--- config.mk ---
export PLATFORM = sky130hd
export DESIGN_NAME = circular_linked_queue_manager
export DESIGN_NICKNAME = d
export VERILOG_FILES = /design/src/rtl/core/clqm_pkg.sv /design/src/rtl/core/clqm_ctrl.sv /design/src/rtl/core/clqm_dpath.sv /design/src/rtl/core/circular_linked_queue_manager.sv
export SDC_FILE = /design/constraint.sdc
export NUM_CORES = 1
export LEC_CHECK = 0
export ABC_CLOCK_PERIOD_IN_PS = 2850
export BUFFER_PORTS_ARGS = -buffer_cell sky130_fd_sc_hd__buf_2
export CORE_AREA = 3 3 140 142
export DETAILED_ROUTE_END_ITERATION = 6
export DIE_AREA = 0 0 143 145
export PLACE_DENSITY = 0.68
export SYNTH_ARGS = -nofsm -noshare
export SYNTH_HDL_FRONTEND = slang
export SYNTH_SLANG_ARGS = --single-unit
--- constraint.sdc ---
create_clock -name clk -period 2.85 [get_ports clk]
set_clock_uncertainty 0.1 [all_clocks]
set_input_delay 0.855 -clock clk [delete_from_list [all_inputs] [get_ports clk]]
set_output_delay 0.855 -clock clk [all_outputs]
set_load 0.005 [all_outputs]
--- src/rtl/core/clqm_pkg.sv ---
// Shared request codes and controller/datapath interface types for the queue manager.
package clqm_pkg;

  // Pool and queue counts fixed by the field widths of the stream words
  localparam int NODES  = 16;
  localparam int QUEUES = 4;

  // Request kinds carried on the input side
  localparam logic [1:0] REQ_APPEND = 2'd0;
  localparam logic [1:0] REQ_REMOVE = 2'd1;
  localparam logic [1:0] REQ_SIZE   = 2'd2;

  // Commands from the controller to the datapath
  typedef struct packed {
    logic load_req;    // capture an accepted request word
    logic ld_head;     // capture head of the addressed queue, start a walk
    logic rd_tail;     // read the tail link through the head just read
    logic fresh_link;  // append into an empty queue
    logic tail_link;   // append, first half: link the new node to tail and head
    logic ring_link;   // append, second half: point tail and head at the new node
    logic walk;        // step the ring walk
    logic unlink;      // remove the node found by the walk
    logic ld_result;   // load the output word
    logic res_fail;    // status of the loaded word
    logic res_count;   // report the walk length as count
  } clqm_cmd_t;

  // Status from the datapath to the controller
  typedef struct packed {
    logic [1:0] kind;     // captured request kind
    logic       bad_req;  // unknown kind, queue or node out of range
    logic       linked;   // addressed node is in some queue
    logic       nonempty; // addressed queue holds a node
    logic       stop;     // walk wrapped around or hit the bound
    logic       hit;      // walk stands on the addressed node
  } clqm_stat_t;

endpackage

--- src/rtl/core/clqm_ctrl.sv ---
// Controller state machine for the queue manager: sequences lookups, walks and link updates.
module clqm_ctrl import clqm_pkg::*; (
  input  logic       clk,
  input  logic       rst,
  input  logic       s_tvalid,
  output logic       s_tready,
  output logic       m_tvalid,
  input  logic       m_tready,
  input  clqm_stat_t stat,
  output clqm_cmd_t  cmd
);

  localparam logic [3:0] S_IDLE   = 4'd0;
  localparam logic [3:0] S_CHECK  = 4'd1;
  localparam logic [3:0] S_HEAD   = 4'd2;
  localparam logic [3:0] S_WALK   = 4'd3;
  localparam logic [3:0] S_UNLINK = 4'd4;
  localparam logic [3:0] S_A_HEAD = 4'd5;
  localparam logic [3:0] S_A_TAIL = 4'd6;
  localparam logic [3:0] S_A_LINK = 4'd7;
  localparam logic [3:0] S_FINISH = 4'd8;

  logic [3:0] state, state_next;
  logic       fail, fail_next;
  logic       use_count, use_count_next;
  logic       out_valid;
  logic       s_accept;

  assign s_tready = (state == S_IDLE);
  assign s_accept = s_tvalid && s_tready;
  assign m_tvalid = out_valid;

  // Next state and commands
  always_comb begin
    state_next     = state;
    fail_next      = fail;
    use_count_next = use_count;
    cmd            = '0;
    cmd.res_fail   = fail;
    cmd.res_count  = use_count;
    unique case (state)
      S_IDLE: begin
        if (s_tvalid) begin
          cmd.load_req = 1'b1;
          state_next   = S_CHECK;
        end
      end
      S_CHECK: begin
        fail_next      = 1'b1;
        use_count_next = 1'b0;
        state_next     = S_FINISH;
        priority if (stat.bad_req) begin
          fail_next = 1'b1;
        end else if (stat.kind == REQ_APPEND) begin
          if (!stat.linked && !stat.nonempty) begin
            cmd.fresh_link = 1'b1;
            fail_next      = 1'b0;
          end else if (!stat.linked) begin
            state_next = S_A_HEAD;
          end
        end else if (stat.kind == REQ_REMOVE) begin
          if (stat.linked && stat.nonempty) begin
            state_next = S_HEAD;
          end
        end else if (stat.kind == REQ_SIZE) begin
          fail_next = 1'b0;
          if (stat.nonempty) begin
            state_next = S_HEAD;
          end
        end else begin
          fail_next = 1'b1;
        end
      end
      S_HEAD: begin
        cmd.ld_head = 1'b1;
        state_next  = S_WALK;
      end
      S_WALK: begin
        cmd.walk = 1'b1;
        if (stat.stop) begin
          fail_next      = (stat.kind != REQ_SIZE);
          use_count_next = (stat.kind == REQ_SIZE);
          state_next     = S_FINISH;
        end else if (stat.hit && (stat.kind == REQ_REMOVE)) begin
          state_next = S_UNLINK;
        end
      end
      S_UNLINK: begin
        cmd.unlink = 1'b1;
        fail_next  = 1'b0;
        state_next = S_FINISH;
      end
      S_A_HEAD: begin
        cmd.ld_head = 1'b1;
        cmd.rd_tail = 1'b1;
        state_next  = S_A_TAIL;
      end
      S_A_TAIL: begin
        cmd.tail_link = 1'b1;
        state_next    = S_A_LINK;
      end
      S_A_LINK: begin
        cmd.ring_link = 1'b1;
        fail_next     = 1'b0;
        state_next    = S_FINISH;
      end
      S_FINISH: begin
        if (!out_valid || m_tready) begin
          cmd.ld_result = 1'b1;
          state_next    = S_IDLE;
        end
      end
      default: begin
        state_next = S_IDLE;
      end
    endcase
  end

  // State and pending result flags
  always_ff @(posedge clk) begin
    if (rst) begin
      state     <= S_IDLE;
      fail      <= 1'b0;
      use_count <= 1'b0;
    end else begin
      state     <= state_next;
      fail      <= fail_next;
      use_count <= use_count_next;
    end
  end

  // Hold the output word until taken
  always_ff @(posedge clk) begin
    if (rst) begin
      out_valid <= 1'b0;
    end else if (cmd.ld_result) begin
      out_valid <= 1'b1;
    end else if (m_tready) begin
      out_valid <= 1'b0;
    end
  end

  a_one_at_a_time: assert property (@(posedge clk) disable iff (rst)
    s_accept |=> !s_tready)
    else $error("new request taken while one is in progress");

  a_result_loaded: assert property (@(posedge clk) disable iff (rst)
    (state == S_FINISH && (!out_valid || m_tready)) |=> (out_valid && s_tready))
    else $error("finished request did not reach the output word");

  a_unlink_after_walk: assert property (@(posedge clk) disable iff (rst)
    (state == S_UNLINK) |-> ($past(state) == S_WALK && stat.kind == REQ_REMOVE))
    else $error("unlink reached without a remove walk");

endmodule

--- src/rtl/core/clqm_dpath.sv ---
// Datapath for the queue manager: link memories, head memory, flags, walk pointer and result word.
module clqm_dpath import clqm_pkg::*; (
  input  logic       clk,
  input  logic       rst,
  input  logic [1:0] req_type,
  input  logic [1:0] queue_id,
  input  logic [3:0] node,
  input  clqm_cmd_t  cmd,
  output clqm_stat_t stat,
  output logic       status,
  output logic [4:0] count
);

  localparam int NW = $clog2(NODES);
  localparam int QW = (QUEUES > 1) ? $clog2(QUEUES) : 1;
  localparam int SW = $clog2(NODES + 1);

  logic [1:0]        req_r;
  logic [1:0]        qid_r;
  logic [3:0]        node_r;
  logic [NW-1:0]     n_idx;
  logic [QW-1:0]     q_idx;

  logic [NODES-1:0]  linked;
  logic [QUEUES-1:0] nonempty;

  logic [NW-1:0]     next_mem [NODES];
  logic [NW-1:0]     prev_mem [NODES];
  logic [NW-1:0]     head_mem [QUEUES];
  logic [NW-1:0]     next_rd, prev_rd, head_rd;

  logic [NW-1:0]     h_reg, t_reg, cur;
  logic              first;
  logic [SW-1:0]     steps;
  logic              single;

  logic              nx_we, pv_we, hd_we;
  logic [NW-1:0]     nx_waddr, nx_wdata, pv_waddr, pv_wdata, pv_raddr, hd_wdata;

  assign n_idx = NW'(node_r);
  assign q_idx = QW'(qid_r);

  // Capture the request word
  always_ff @(posedge clk) begin
    if (cmd.load_req) begin
      req_r  <= req_type;
      qid_r  <= queue_id;
      node_r <= node;
    end
  end

  // Walk pointer: head while the first flag is set, then the link just read
  assign cur    = first ? h_reg : next_rd;
  assign single = (next_rd == n_idx);

  // Decode for the controller
  always_comb begin
    stat.kind     = req_r;
    stat.bad_req  = (32'(qid_r) >= QUEUES) ||
                    (req_r != REQ_APPEND && req_r != REQ_REMOVE && req_r != REQ_SIZE) ||
                    ((req_r != REQ_SIZE) && (32'(node_r) >= NODES));
    stat.linked   = linked[n_idx];
    stat.nonempty = nonempty[q_idx];
    stat.stop     = (steps == SW'(NODES)) || (!first && (cur == h_reg));
    stat.hit      = (cur == n_idx);
  end

  // Next-link write port
  always_comb begin
    nx_we    = 1'b0;
    nx_waddr = n_idx;
    nx_wdata = n_idx;
    priority if (cmd.fresh_link) begin
      nx_we = 1'b1;
    end else if (cmd.tail_link) begin
      nx_we    = 1'b1;
      nx_wdata = h_reg;
    end else if (cmd.ring_link) begin
      nx_we    = 1'b1;
      nx_waddr = t_reg;
    end else if (cmd.unlink) begin
      nx_we    = !single;
      nx_waddr = prev_rd;
      nx_wdata = next_rd;
    end
  end

  // Prev-link write port and read address
  always_comb begin
    pv_we    = 1'b0;
    pv_waddr = n_idx;
    pv_wdata = n_idx;
    pv_raddr = cmd.rd_tail ? head_rd : n_idx;
    priority if (cmd.fresh_link) begin
      pv_we = 1'b1;
    end else if (cmd.tail_link) begin
      pv_we    = 1'b1;
      pv_wdata = prev_rd;
    end else if (cmd.ring_link) begin
      pv_we    = 1'b1;
      pv_waddr = h_reg;
    end else if (cmd.unlink) begin
      pv_we    = !single;
      pv_waddr = next_rd;
      pv_wdata = prev_rd;
    end
  end

  // Head write port: new head on fresh append, or successor when the head leaves
  always_comb begin
    hd_we    = cmd.fresh_link || (cmd.unlink && !single && (n_idx == h_reg));
    hd_wdata = cmd.fresh_link ? n_idx : next_rd;
  end

  // Link and head memories
  always_ff @(posedge clk) begin
    if (nx_we) begin
      next_mem[nx_waddr] <= nx_wdata;
    end
    next_rd <= next_mem[cur];
  end

  always_ff @(posedge clk) begin
    if (pv_we) begin
      prev_mem[pv_waddr] <= pv_wdata;
    end
    prev_rd <= prev_mem[pv_raddr];
  end

  always_ff @(posedge clk) begin
    if (hd_we) begin
      head_mem[q_idx] <= hd_wdata;
    end
    head_rd <= head_mem[q_idx];
  end

  // Linked and nonempty flags
  always_ff @(posedge clk) begin
    if (rst) begin
      linked   <= '0;
      nonempty <= '0;
    end else begin
      if (cmd.fresh_link) begin
        linked[n_idx]   <= 1'b1;
        nonempty[q_idx] <= 1'b1;
      end
      if (cmd.ring_link) begin
        linked[n_idx] <= 1'b1;
      end
      if (cmd.unlink) begin
        linked[n_idx] <= 1'b0;
        if (single) begin
          nonempty[q_idx] <= 1'b0;
        end
      end
    end
  end

  // Walk state: head, first flag, visited count
  always_ff @(posedge clk) begin
    if (rst) begin
      first <= 1'b0;
      steps <= '0;
    end else if (cmd.ld_head) begin
      first <= 1'b1;
      steps <= '0;
    end else if (cmd.walk) begin
      first <= 1'b0;
      if (!stat.stop) begin
        steps <= steps + 1'b1;
      end
    end
  end

  always_ff @(posedge clk) begin
    if (cmd.ld_head) begin
      h_reg <= head_rd;
    end
    if (cmd.tail_link) begin
      t_reg <= prev_rd;
    end
  end

  // Output word
  always_ff @(posedge clk) begin
    if (cmd.ld_result) begin
      status <= cmd.res_fail;
      count  <= cmd.res_count ? 5'(steps) : 5'd0;
    end
  end

  a_steps_bound: assert property (@(posedge clk) disable iff (rst)
    32'(steps) <= NODES)
    else $error("walk visited more nodes than the pool holds");

  a_unlink_clears: assert property (@(posedge clk) disable iff (rst)
    cmd.unlink |=> !linked[n_idx])
    else $error("removed node still marked linked");

  a_append_sets: assert property (@(posedge clk) disable iff (rst)
    (cmd.fresh_link || cmd.ring_link) |=> (linked[n_idx] && nonempty[q_idx]))
    else $error("appended node or its queue not marked");

endmodule

--- src/rtl/core/circular_linked_queue_manager.sv ---
// Path from accept to result word: the check alone settles a failure, an append into an empty
// queue and a size of an empty queue; an append behind an existing tail reads head and tail,
// links the new node, closes the ring; remove and size load the head and walk the ring (one
// next-link memory read per cycle, up to NODES nodes). One request is in progress at a time;
// the next is taken once the result word loads, and the output word holds while a new one is taken.
// Synchronous reset clears all link flags and queue flags at once; no clearing pass.
module circular_linked_queue_manager import clqm_pkg::*; (
  input  logic       clk,
  input  logic       rst,
  input  logic       s_tvalid,
  output logic       s_tready,
  input  logic [7:0] s_tdata,   // [1:0] queue_id, [5:2] node, [7:6] zero
  input  logic [1:0] s_tuser,   // [1:0] req_type
  output logic       m_tvalid,
  input  logic       m_tready,
  output logic [7:0] m_tdata    // [0] status, [5:1] count, [7:6] zero
);

  clqm_cmd_t  cmd;
  clqm_stat_t stat;
  logic       status;
  logic [4:0] count;

  clqm_ctrl u_ctrl (
    .clk      (clk),
    .rst      (rst),
    .s_tvalid (s_tvalid),
    .s_tready (s_tready),
    .m_tvalid (m_tvalid),
    .m_tready (m_tready),
    .stat     (stat),
    .cmd      (cmd)
  );

  clqm_dpath u_dpath (
    .clk      (clk),
    .rst      (rst),
    .req_type (s_tuser),
    .queue_id (s_tdata[1:0]),
    .node     (s_tdata[5:2]),
    .cmd      (cmd),
    .stat     (stat),
    .status   (status),
    .count    (count)
  );

  // Pack the result word
  assign m_tdata = {2'b00, count, status};

endmodule
== Word level (Yosys, flattened, before mapping) ==
Memory sizes are Yosys's and may differ from the RTL's. A register that Yosys moved wholly into a read port is not among the register bits.
Index checks and enable logic that the tools add are counted.

* Memories: 3
* Logic and storage cells: 166
* Register bits after elaboration: 55
* Output and inout bits: 10
* Input port bits: 14
* Bits in writable memories: 144

* Mux-type cells: 82
* Add/subtract/negate cells: 1
* Eq/ne operators: 21
* Bitwise gates (word level): 8
* Order comparisons: 4
* Reductions and logical operators: 32

{| class="wikitable"
|+ Memory list
! memory !! depth !! bits a word !! read ports !! clocked after memory_dff !! write ports !! line !! RTL
|-
| u_dpath.next_mem || 16 || 4 || 1 || 1 || 1 || clqm_dpath.sv:27 || <nowiki>logic [NW-1:0] next_mem [NODES];</nowiki>
|-
| u_dpath.prev_mem || 16 || 4 || 1 || 1 || 1 || clqm_dpath.sv:28 || <nowiki>logic [NW-1:0] prev_mem [NODES];</nowiki>
|-
| u_dpath.head_mem || 4 || 4 || 1 || 1 || 1 || clqm_dpath.sv:29 || <nowiki>logic [NW-1:0] head_mem [QUEUES];</nowiki>
|}

{| class="wikitable"
|+ Operators with widths
! cell !! count
|-
| 2-to-1 mux 4 bit || 33
|-
| 2-to-1 mux 16 bit || 5
|-
| 2-to-1 mux 1 bit || 37
|-
| OR 16 bit || 2
|-
| case mux 4 bit (8 select lines) || 1
|-
| bitwise AND 16 bit || 1
|-
| == test 4 x 3 -> 1 bit, second input constant || 4
|-
| == test 4 bit || 4
|-
| NOT 16 bit || 1
|-
| logical AND 1 bit || 10
|-
| == test 4 x 2 -> 1 bit, second input constant || 2
|-
| nonzero test 2 bit || 4
|-
| inequality test 2 bit, second input constant || 3
|-
| AND reduction 2 bit || 3
|-
| OR reduction 2 bit || 3
|-
| adder 5 x 1 -> 5 bit, second input constant || 1
|-
| == test 5 bit, second input constant || 1
|-
| logical NOT 1 bit || 5
|-
| < comparator 4 x 5 -> 1 bit, second input constant || 1
|-
| bitwise AND 4 bit || 1
|-
| binary-select mux 1 bit (select 4 bit) || 1
|-
| demux 1 bit (select 4 bit) || 1
|-
| == test 4 x 1 -> 1 bit, second input constant || 1
|-
| == test 4 bit, second input constant || 1
|-
| 19 further kinds || 22
|}

== Longest topological paths before layout ==
Gate-level depths: netlist of the first run.

* Depth after elaboration: 15
* Gate-level depth with buffers: 9
* Depth with buffers taken out: 8

== Cells and area by module ==
Synthesis of the first run repeated with hierarchy kept, for this count alone.

* Cells, all modules: 676
* Area total of the unflattened synthesis: 9431.5 µm²

{| class="wikitable"
|+ By module, submodules not included
! module !! seq. area each (µm²) !! instances !! area an instance (µm²) !! cells an instance
|-
| clqm_dpath || 5745.5 || 1 || 8812.2 || 592
|-
| clqm_ctrl || 140.1 || 1 || 593.1 || 80
|-
| circular_linked_queue_manager || 0.0 || 1 || 26.3 || 4
|}

== Least setup slack after synthesis of the first run ==
No wires, ideal clock.

* Path kind: register -> register
* Start: register u_dpath.qid_r[0] (netlist: u_dpath.q_idx[0])
* End: memory u_dpath.next_mem[6][0] (netlist name), enable pin
* Library setup time: 0.361 ns
* Clock period less this slack: 2.831 ns
* Cell stages (with the launch flop): 7
* Path slack: 0.019 ns
* Arrival time: 2.369 ns
* Buffers on the path: 0
* Data required time: 2.389 ns
* Cells stage by stage: edfxtp_1 -> mux4_2 -> nor4_4 -> nand2_4 -> o211ai_4 -> mux2_4 -> nor3_1

* Cells in the longest elaborated chain, start to end: 11
* Elaborated cells on any way between the ends: 12
* Those cells by class: mux (10); reduce/logical (2)

{| class="wikitable"
|+ Ends and longest elaborated chain
! item !! line !! RTL
|-
| start: declaration || clqm_dpath.sv:19 || <nowiki>logic [1:0] qid_r;</nowiki>
|-
| start signal: assignment || clqm_dpath.sv:47 || <nowiki>qid_r <= queue_id;</nowiki>
|-
| binary-select mux 1 bit (select 2 bit) * || clqm_dpath.sv:63 || <nowiki>stat.nonempty = nonempty[q_idx];</nowiki>
|-
| 2-to-1 mux 1 bit (not written as such) * || clqm_dpath.sv:63 ||
|-
| logical NOT 1 bit * || clqm_ctrl.sv:55 || <nowiki>if (!stat.linked && !stat.nonempty) begin</nowiki>
|-
| logical AND 1 bit * || clqm_ctrl.sv:55 ||
|-
| 2-to-1 mux 1 bit * || clqm_ctrl.sv:55 ||
|-
| 2-to-1 mux 1 bit * || clqm_ctrl.sv:54 || <nowiki>end else if (stat.kind == REQ_APPEND) begin</nowiki>
|-
| 2-to-1 mux 1 bit * || clqm_ctrl.sv:52 || <nowiki>priority if (stat.bad_req) begin</nowiki>
|-
| 2-to-1 mux 1 bit * || clqm_ctrl.sv:41 || <nowiki>unique case (state)</nowiki>
|-
| 2-to-1 mux 1 bit || clqm_dpath.sv:73 || <nowiki>priority if (cmd.fresh_link) begin</nowiki>
|-
| 2-to-1 mux 1 bit || clqm_dpath.sv:117 || <nowiki>if (nx_we) begin</nowiki>
|-
| 2-to-1 mux 1 bit (not written as such) || clqm_dpath.sv:118 || <nowiki>next_mem[nx_waddr] <= nx_wdata;</nowiki>
|-
| end: declaration || clqm_dpath.sv:27 ||
|}

Every way passes the cells marked *; elsewhere a longest branch is shown, timed or not. The select of a mux whose other input is x is not followed.

== Worst setup path in the final report of the first run ==
* Start: register u_dpath.qid_r[0] (netlist: u_dpath.q_idx[0])
* End: memory u_dpath.prev_mem[8][2] (netlist name), enable pin

* Cells in the longest elaborated chain, start to end: 11
* Elaborated cells on any way between the ends: 12
* Those cells by class: mux (10); reduce/logical (2)

{| class="wikitable"
|+ Ends and longest elaborated chain
! item !! line !! RTL
|-
| binary-select mux 1 bit (select 2 bit) * || clqm_dpath.sv:63 ||
|-
| 2-to-1 mux 1 bit (not written as such) * || clqm_dpath.sv:63 ||
|-
| logical NOT 1 bit * || clqm_ctrl.sv:55 ||
|-
| logical AND 1 bit * || clqm_ctrl.sv:55 ||
|-
| 2-to-1 mux 1 bit * || clqm_ctrl.sv:55 ||
|-
| 2-to-1 mux 1 bit * || clqm_ctrl.sv:54 ||
|-
| 2-to-1 mux 1 bit * || clqm_ctrl.sv:52 ||
|-
| 2-to-1 mux 1 bit * || clqm_ctrl.sv:41 ||
|-
| 2-to-1 mux 1 bit || clqm_dpath.sv:94 || <nowiki>priority if (cmd.fresh_link) begin</nowiki>
|-
| 2-to-1 mux 1 bit || clqm_dpath.sv:124 || <nowiki>if (pv_we) begin</nowiki>
|-
| 2-to-1 mux 1 bit (not written as such) || clqm_dpath.sv:125 || <nowiki>prev_mem[pv_waddr] <= pv_wdata;</nowiki>
|-
| end: declaration || clqm_dpath.sv:28 ||
|}

Marked as above.

==> flow_metrics.tcl, run 1 <==
set metrics [dict create \
    wirelength_um 19030 \
    fin_crit_sh_pct 100.3 \
    wl_met1_um 8239 \
    num-fill-cells 1434 \
    hold_depth 0 \
    yosysSeqAreaShare_pct 63.93 \
    io_pins 24 \
    syn_area_per_cell_sq_um 13.97 \
    finalSetupViolCount 4 \
    grt_overflow_total 0 \
    synth_area_sq_mm 0.009206 \
    die_h_um 145 \
    max-clock-path-buffers 3 \
    gr-usage-all-layers_pct 18.02 \
    drv_slew 0 \
    syn_inst 659 \
    ys_types 62 \
    cap_violations 0 \
    drtAntennaViolNets 0 \
    synth_area_leader_cell "edfxtp_1" \
    grt_setup_unrepaired "true" \
    min-delay-start "u_ctrl.fail" \
    gp_congestion 0.8738 \
    clk_latency_ns 0.51 \
    synth-seq-cells 211 \
    grt_pass1_vias 5749 \
    ir_worst_vdd_mv 0.5618 \
    endpoint_kind "flop" \
    max_slew_margin_pct 54.42 \
    outcome "complete, but fails checks" \
    violations "negative setup slack" \
    crit_path_start_kind "flop" \
    place_area_sq_mm 0.009861 \
    routed.top_layer "met4" \
    dr_wl_met2_um 9323 \
    antenna_cells 0 \
    drive_gt1_share_pct 24.36 \
    min_path_type "reg2reg" \
    yosys_most_used_dff "edfxtp_1" \
    power_w 0.007713 \
    dp_hpwl_um 12880 \
    synth_area_leaders "edfxtp_1, dfxtp_1, mux4_2" \
    dr.pass1.iters 5 \
    rows 50 \
    p_leak_nw 3.612 \
    hold_end "u_dpath.status" \
    cts_made_buffers 23 \
    synth_edf_count 166 \
    setup_ws_ns -0.008455 \
    worstPathRequired_ns 2.98 \
    core_area_sq_mm 0.01858 \
    fin_nets 742 \
    dieWidth_um 143 \
    root_buffer "clkbuf_16" \
    p_per_area_mw_per_mm2 719.9 \
    yosysTopAreaCellShare_pct 54.15 \
    vias_per_cell 5.872 \
    finalCriticalPeriod_ns 2.858 \
    grt_pass1_wl_um 29910 \
    clk_pin_slew_ns 0.06 \
    timing.rr.start "u_dpath.q_idx[0]" \
    numClockSinks 211 \
    die_area_sq_mm 0.02074 \
    top_regs "u_dpath.next_mem: 64 flops, u_dpath.prev_mem: 64 flops" \
    drc 0 \
    initial_core_util_pct 49.55 \
    wl_per_cell_um 19.47 \
    area_growth_pct 16.38 \
    htree_levels 1 \
    final_cells 977 \
    cp.arrival_ns 2.98 \
    dr_wl_met3_um 1069 \
    hold_viol 0 \
    r2r_end "u_dpath.prev_mem[8][2]" \
    vias 5737 \
    synthArstFlopShare_pct 0 \
    drt_iter0_drc 466 \
    yosysWarnings 0 \
    ctsHoldBuffers 0 \
    grt_max_degree 30 \
    cp_max_fo 6 \
    fmax_mhz 349.8 \
    regToRegSetupSlack_ns -0.008 \
    hold_ws_ns 0.3513 \
    io_buffer_count 19 \
    mostFrequentLayoutCells "edfxtp_1, buf_4, nor2_1" \
    dp.cells 930 \
    final_common_cell "edfxtp_1" \
    grt_antenna_before_repair 0 \
    worst-r2r-cell-count 10 \
    cts_tree "done" \
    final_area_sq_mm 0.01071 \
    worst_pin_slew_ns 0.6824 \
    critical_path_class "reg2reg" \
]
cells by family after synthesis:
kind of cell	count (synthesis)	synth area share [%]
DFF	211	63.93
other	1	0.04073
muxes	77	12.86
buffers and inverters	49	2.487
xor gates and xnor gates	21	1.998
and+or+nand+nor	193	10.52
AOI/OAI and AO/OA	105	7.896
adders and majority gates	2	0.2718
where the power goes:
group          switching, W  internal, W  total, W  leakage [nW]
clock network       0.00113      0.00172   0.00284         0.361
logic              0.000695     0.000582   0.00128          1.38
registers          0.000123      0.00347   0.00359          1.87
how the worst max path moves through the flow:
stage                                    endpoint  cells after the start              from
after global routing       u_dpath.prev_mem[8][2]                     10  u_dpath.q_idx[0]
after CTS                 u_dpath.prev_mem[13][3]                      7   u_ctrl.state[3]
after global placement    u_dpath.next_mem[14][2]                      8  u_dpath.q_idx[0]
after detailed placement  u_dpath.prev_mem[13][0]                      7  u_dpath.q_idx[0]
after floorplan            u_dpath.next_mem[6][0]                      6  u_dpath.q_idx[0]
final                      u_dpath.prev_mem[8][2]                     10  u_dpath.q_idx[0]
routing by layer:
metal | vias up | global-route usage, %
li1 | 2660 | -
met1 | 2848 | 24.71
met2 | 197 | 29.75
met3 | 32 | 2.835
met4 | 0 | 5.276
met5 | - | 0
critical path, cell delays in order (launching register included):
cell and delay (ns):
edfxtp_1 0.38, mux4_2 0.58, nor4_4 0.22, buf_4 0.19
nand2_4 0.07, o211ai_1 0.17, buf_4 0.17, clkbuf_16 0.15
nand3_1 0.21, nor2_1 0.18, buf_4 0.15
timing repair:
action / in CTS / in global routing
pin swaps: 1 / 3
resized for setup: 3 / 16
setup endpoints to repair: 53 / 76
gates cloned: 0 / 1
setup buffers: 0 / 4
cell type report:
type                            instances  area, sq um  area share [%]
Inverter                               10        37.54          0.3503
Tap cell                              234        292.8           2.733
Timing Repair Buffer                   80        590.6           5.512
Clock buffer                           33        665.6           6.213
Multi-Input combinational cell        400         3168           29.57
Clock inverter                          9        73.82          0.6890
Sequential cell                       211         5886           54.93
synthesized netlist by cell type, drive strengths merged (10+ instances only):
| cell | instances |
|---|---|
| a211oi | 26 |
| a21oi | 41 |
| buf | 17 |
| clkbuf | 22 |
| dfxtp | 45 |
| edfxtp | 166 |
| inv | 10 |
| mux2 | 11 |
| mux2i | 35 |
| mux4 | 31 |
| nand2 | 47 |
| nand3 | 19 |
| nor2 | 59 |
| nor2b | 15 |
| nor3 | 15 |
| xor2 | 12 |
stage by stage:
step	setup WS (ns)	utilization, %	setup TNS [ns]
floorplan	0.01936	-	0
global placement	0.001381	53.07	0
detailed placement	-0.04124	53.07	-0.4778
CTS	0.01412	57.09	0
global route	-0.06288	57.66	-1.972
finish	-0.008455	57.66	-0.02623
Note: power is estimated with default switching activity, not from simulation.
==> inputs of run 2 (changes only) <==
--- a/config.mk
+++ b/config.mk
@@ -10,7 +10,7 @@
 export CORE_AREA = 3 3 140 142
 export DETAILED_ROUTE_END_ITERATION = 6
 export DIE_AREA = 0 0 143 145
-export PLACE_DENSITY = 0.68
+export PLACE_DENSITY = 0.78
 export SYNTH_ARGS = -nofsm -noshare
 export SYNTH_HDL_FRONTEND = slang
 export SYNTH_SLANG_ARGS = --single-unit
==> run 2 against run 1 <==
The run now ends clean. Design area decreased by 1.5%. Combinational power about the same. Die area stayed put.
==> flow_metrics.tcl, run 2 (synthesis gave the netlist of run 1 again) <==
set metrics [dict create \
    wirelength_um 18640 \
    clk_latency_ns 0.48 \
    hold_depth 0 \
    rows 50 \
    io_buffer_count 19 \
    core_area_sq_mm 0.01858 \
    die_area_sq_mm 0.02074 \
    post-place-ws_ns -0.03659 \
    regToRegSetupSlack_ns 0.1 \
    mostFrequentLayoutCells "edfxtp_1, nor2_1, buf_4" \
    vias 5668 \
    grtUsageMet3_pct 3.131 \
    cap_violations 0 \
    r2r_end "u_dpath.prev_mem[15][0]" \
    hold_ws_ns 0.3448 \
    cp.arrival_ns 2.80 \
    hold_end "u_dpath.status" \
    timing.rr.start "u_ctrl.state[3]" \
    dieWidth_um 143 \
    p_leak_nw 3.515 \
    fin_crit_sh_pct 96.64 \
    final_cells 961 \
    critical_path_class "reg2reg" \
    ir_worst_vdd_mv 0.5547 \
    use_met2_pct 28.88 \
    drt_iter0_drc 671 \
    io_pins 24 \
    max_slew_margin_pct 57.26 \
    drv_slew 0 \
    p_sw_w 0.001870 \
    worst_pin_slew_ns 0.6400 \
    crit_path_start_kind "flop" \
    grt_pass1_wl_um 30490 \
    root_buffer "clkbuf_16" \
    min-delay-start "u_ctrl.fail" \
    grt_pass1_vias 5802 \
    gp_congestion 0.8933 \
    p_sw_share_pct 24.93 \
    outcome "finished, final reports clean" \
    grt_max_degree 30 \
    finalCriticalPeriod_ns 2.754 \
    min_path_type "reg2reg" \
    cpMaxStageDelayCell "or4b_4" \
    area_growth_pct 14.60 \
    cts_made_buffers 21 \
    drc 0 \
    clkPwrFrac_pct 35.3 \
    hold_viol 0 \
    numClockSinks 211 \
    antenna_cells 0 \
    dp_hpwl_um 12810 \
    endpoint_kind "flop" \
    p_per_area_mw_per_mm2 711.1 \
    dr.pass1.iters 6 \
    drtAntennaViolNets 0 \
    vias_per_cell 5.898 \
    max-clock-path-buffers 3 \
    fin_nets 730 \
    initial_core_util_pct 49.55 \
    cts_tree "done" \
    crit_chain "or4b_4 > nor4_4 > nand2_4 > o211ai_1 > buf_12 > nand3_1 > nor2_1" \
    die_h_um 145 \
    clk_pin_slew_ns 0.06 \
    drive_gt1_share_pct 22.70 \
    internal-power_w 0.005632 \
    top_regs "u_dpath.next_mem: 64 flops, u_dpath.prev_mem: 64 flops" \
    pwr-share-comb_pct 16.9 \
    cpPeakStageDelay_ns 0.59 \
    busiest_layer "met2" \
    grt_antenna_before_repair 0 \
    cp_max_fo 11 \
    grtUsageMet1_pct 25.94 \
    seqPwrFrac_pct 47.8 \
    grt_overflow_total 0 \
    finalSetupViolCount 0 \
    ctsHoldBuffers 0 \
    grt_setup_unrepaired "true" \
    dp.cells 924 \
    wl_per_cell_um 19.39 \
    setup_ws_ns 0.09563 \
    fmax_mhz 363.1 \
    worstPathRequired_ns 2.90 \
    worst-r2r-cell-count 7 \
    htree_levels 1 \
    tns_ns 0 \
    final_common_cell "edfxtp_1" \
    gr-usage-all-layers_pct 18.15 \
]
==> run 2: power by group through the flow <==
stage	Combinational (W)	Clock [W]	Sequential, W
6_report	0.00126	0.00265	0.00359
2_1_floorplan	0.000940	0	0.00357
3_5_place_dp	0.00124	0	0.00365
4_1_cts	0.00125	0.00271	0.00359
5_1_grt	0.00137	0.00286	0.00360
3_3_place_gp	0.00120	0	0.00365
==> run 2: layer usage <==
layer | share of wire, % | wire (um)
met5 | 0 | 0
met4 | 2.2 | 413
met3 | 5.7 | 1053
met2 | 49 | 9108
met1 | 43 | 8062
==> run 2: through the flow <==
stage / total power, W / cell area [sq um] / util (%)
2_1_floorplan: 0.004514 / 9210 / -
3_3_place_gp: 0.004852 / 9828 / 52.90
3_5_place_dp: 0.004892 / 9828 / 52.90
4_1_cts: 0.007550 / 10510 / 56.54
5_1_grt: 0.007832 / 10550 / 56.78
6_report: 0.007502 / 10550 / 56.78
==> run 2: worst max path at each step <==
stage | start | to | slack (ns) | cells after the start
after global routing | u_dpath.q_idx[0] | u_dpath.prev_mem[13][0] | -0.04 | 7
after global placement | u_dpath.q_idx[0] | u_dpath.next_mem[14][2] | 0.03 | 8
after detailed placement | u_dpath.q_idx[0] | u_dpath.prev_mem[5][1] | -0.04 | 7
after floorplan | u_dpath.q_idx[0] | u_dpath.next_mem[6][0] | 0.02 | 6
final | u_ctrl.state[3] | u_dpath.prev_mem[15][0] | 0.1 | 7
after CTS | u_dpath.q_idx[0] | u_dpath.prev_mem[15][0] | 0.003 | 7
==> run 2: layout make-up <==
class / count / area (sq um)
clock buffers: 27 / 568.0
multi-input cells: 400 / 3139
inverters: 10 / 37.54
flip-flops and latches: 211 / 5886
fillers: 1414 / 8030
repair buffers: 70 / 528.0
well taps: 234 / 292.8
clock inverters: 9 / 98.84
==> run 2: repair_timing <==
item,in CTS,in global routing
gates resized for setup,4,7
pin swaps,0,3
buffers inserted,0,1
endpoints found under the setup margin,12,132
==> run 2: critical path: cells and delay by family, from the launching register on <==
kind	cells	cell delay, ns
buf+inv	1	0.18
simple gates	5	1.51
compound gates	1	0.31
flops	1	0.32
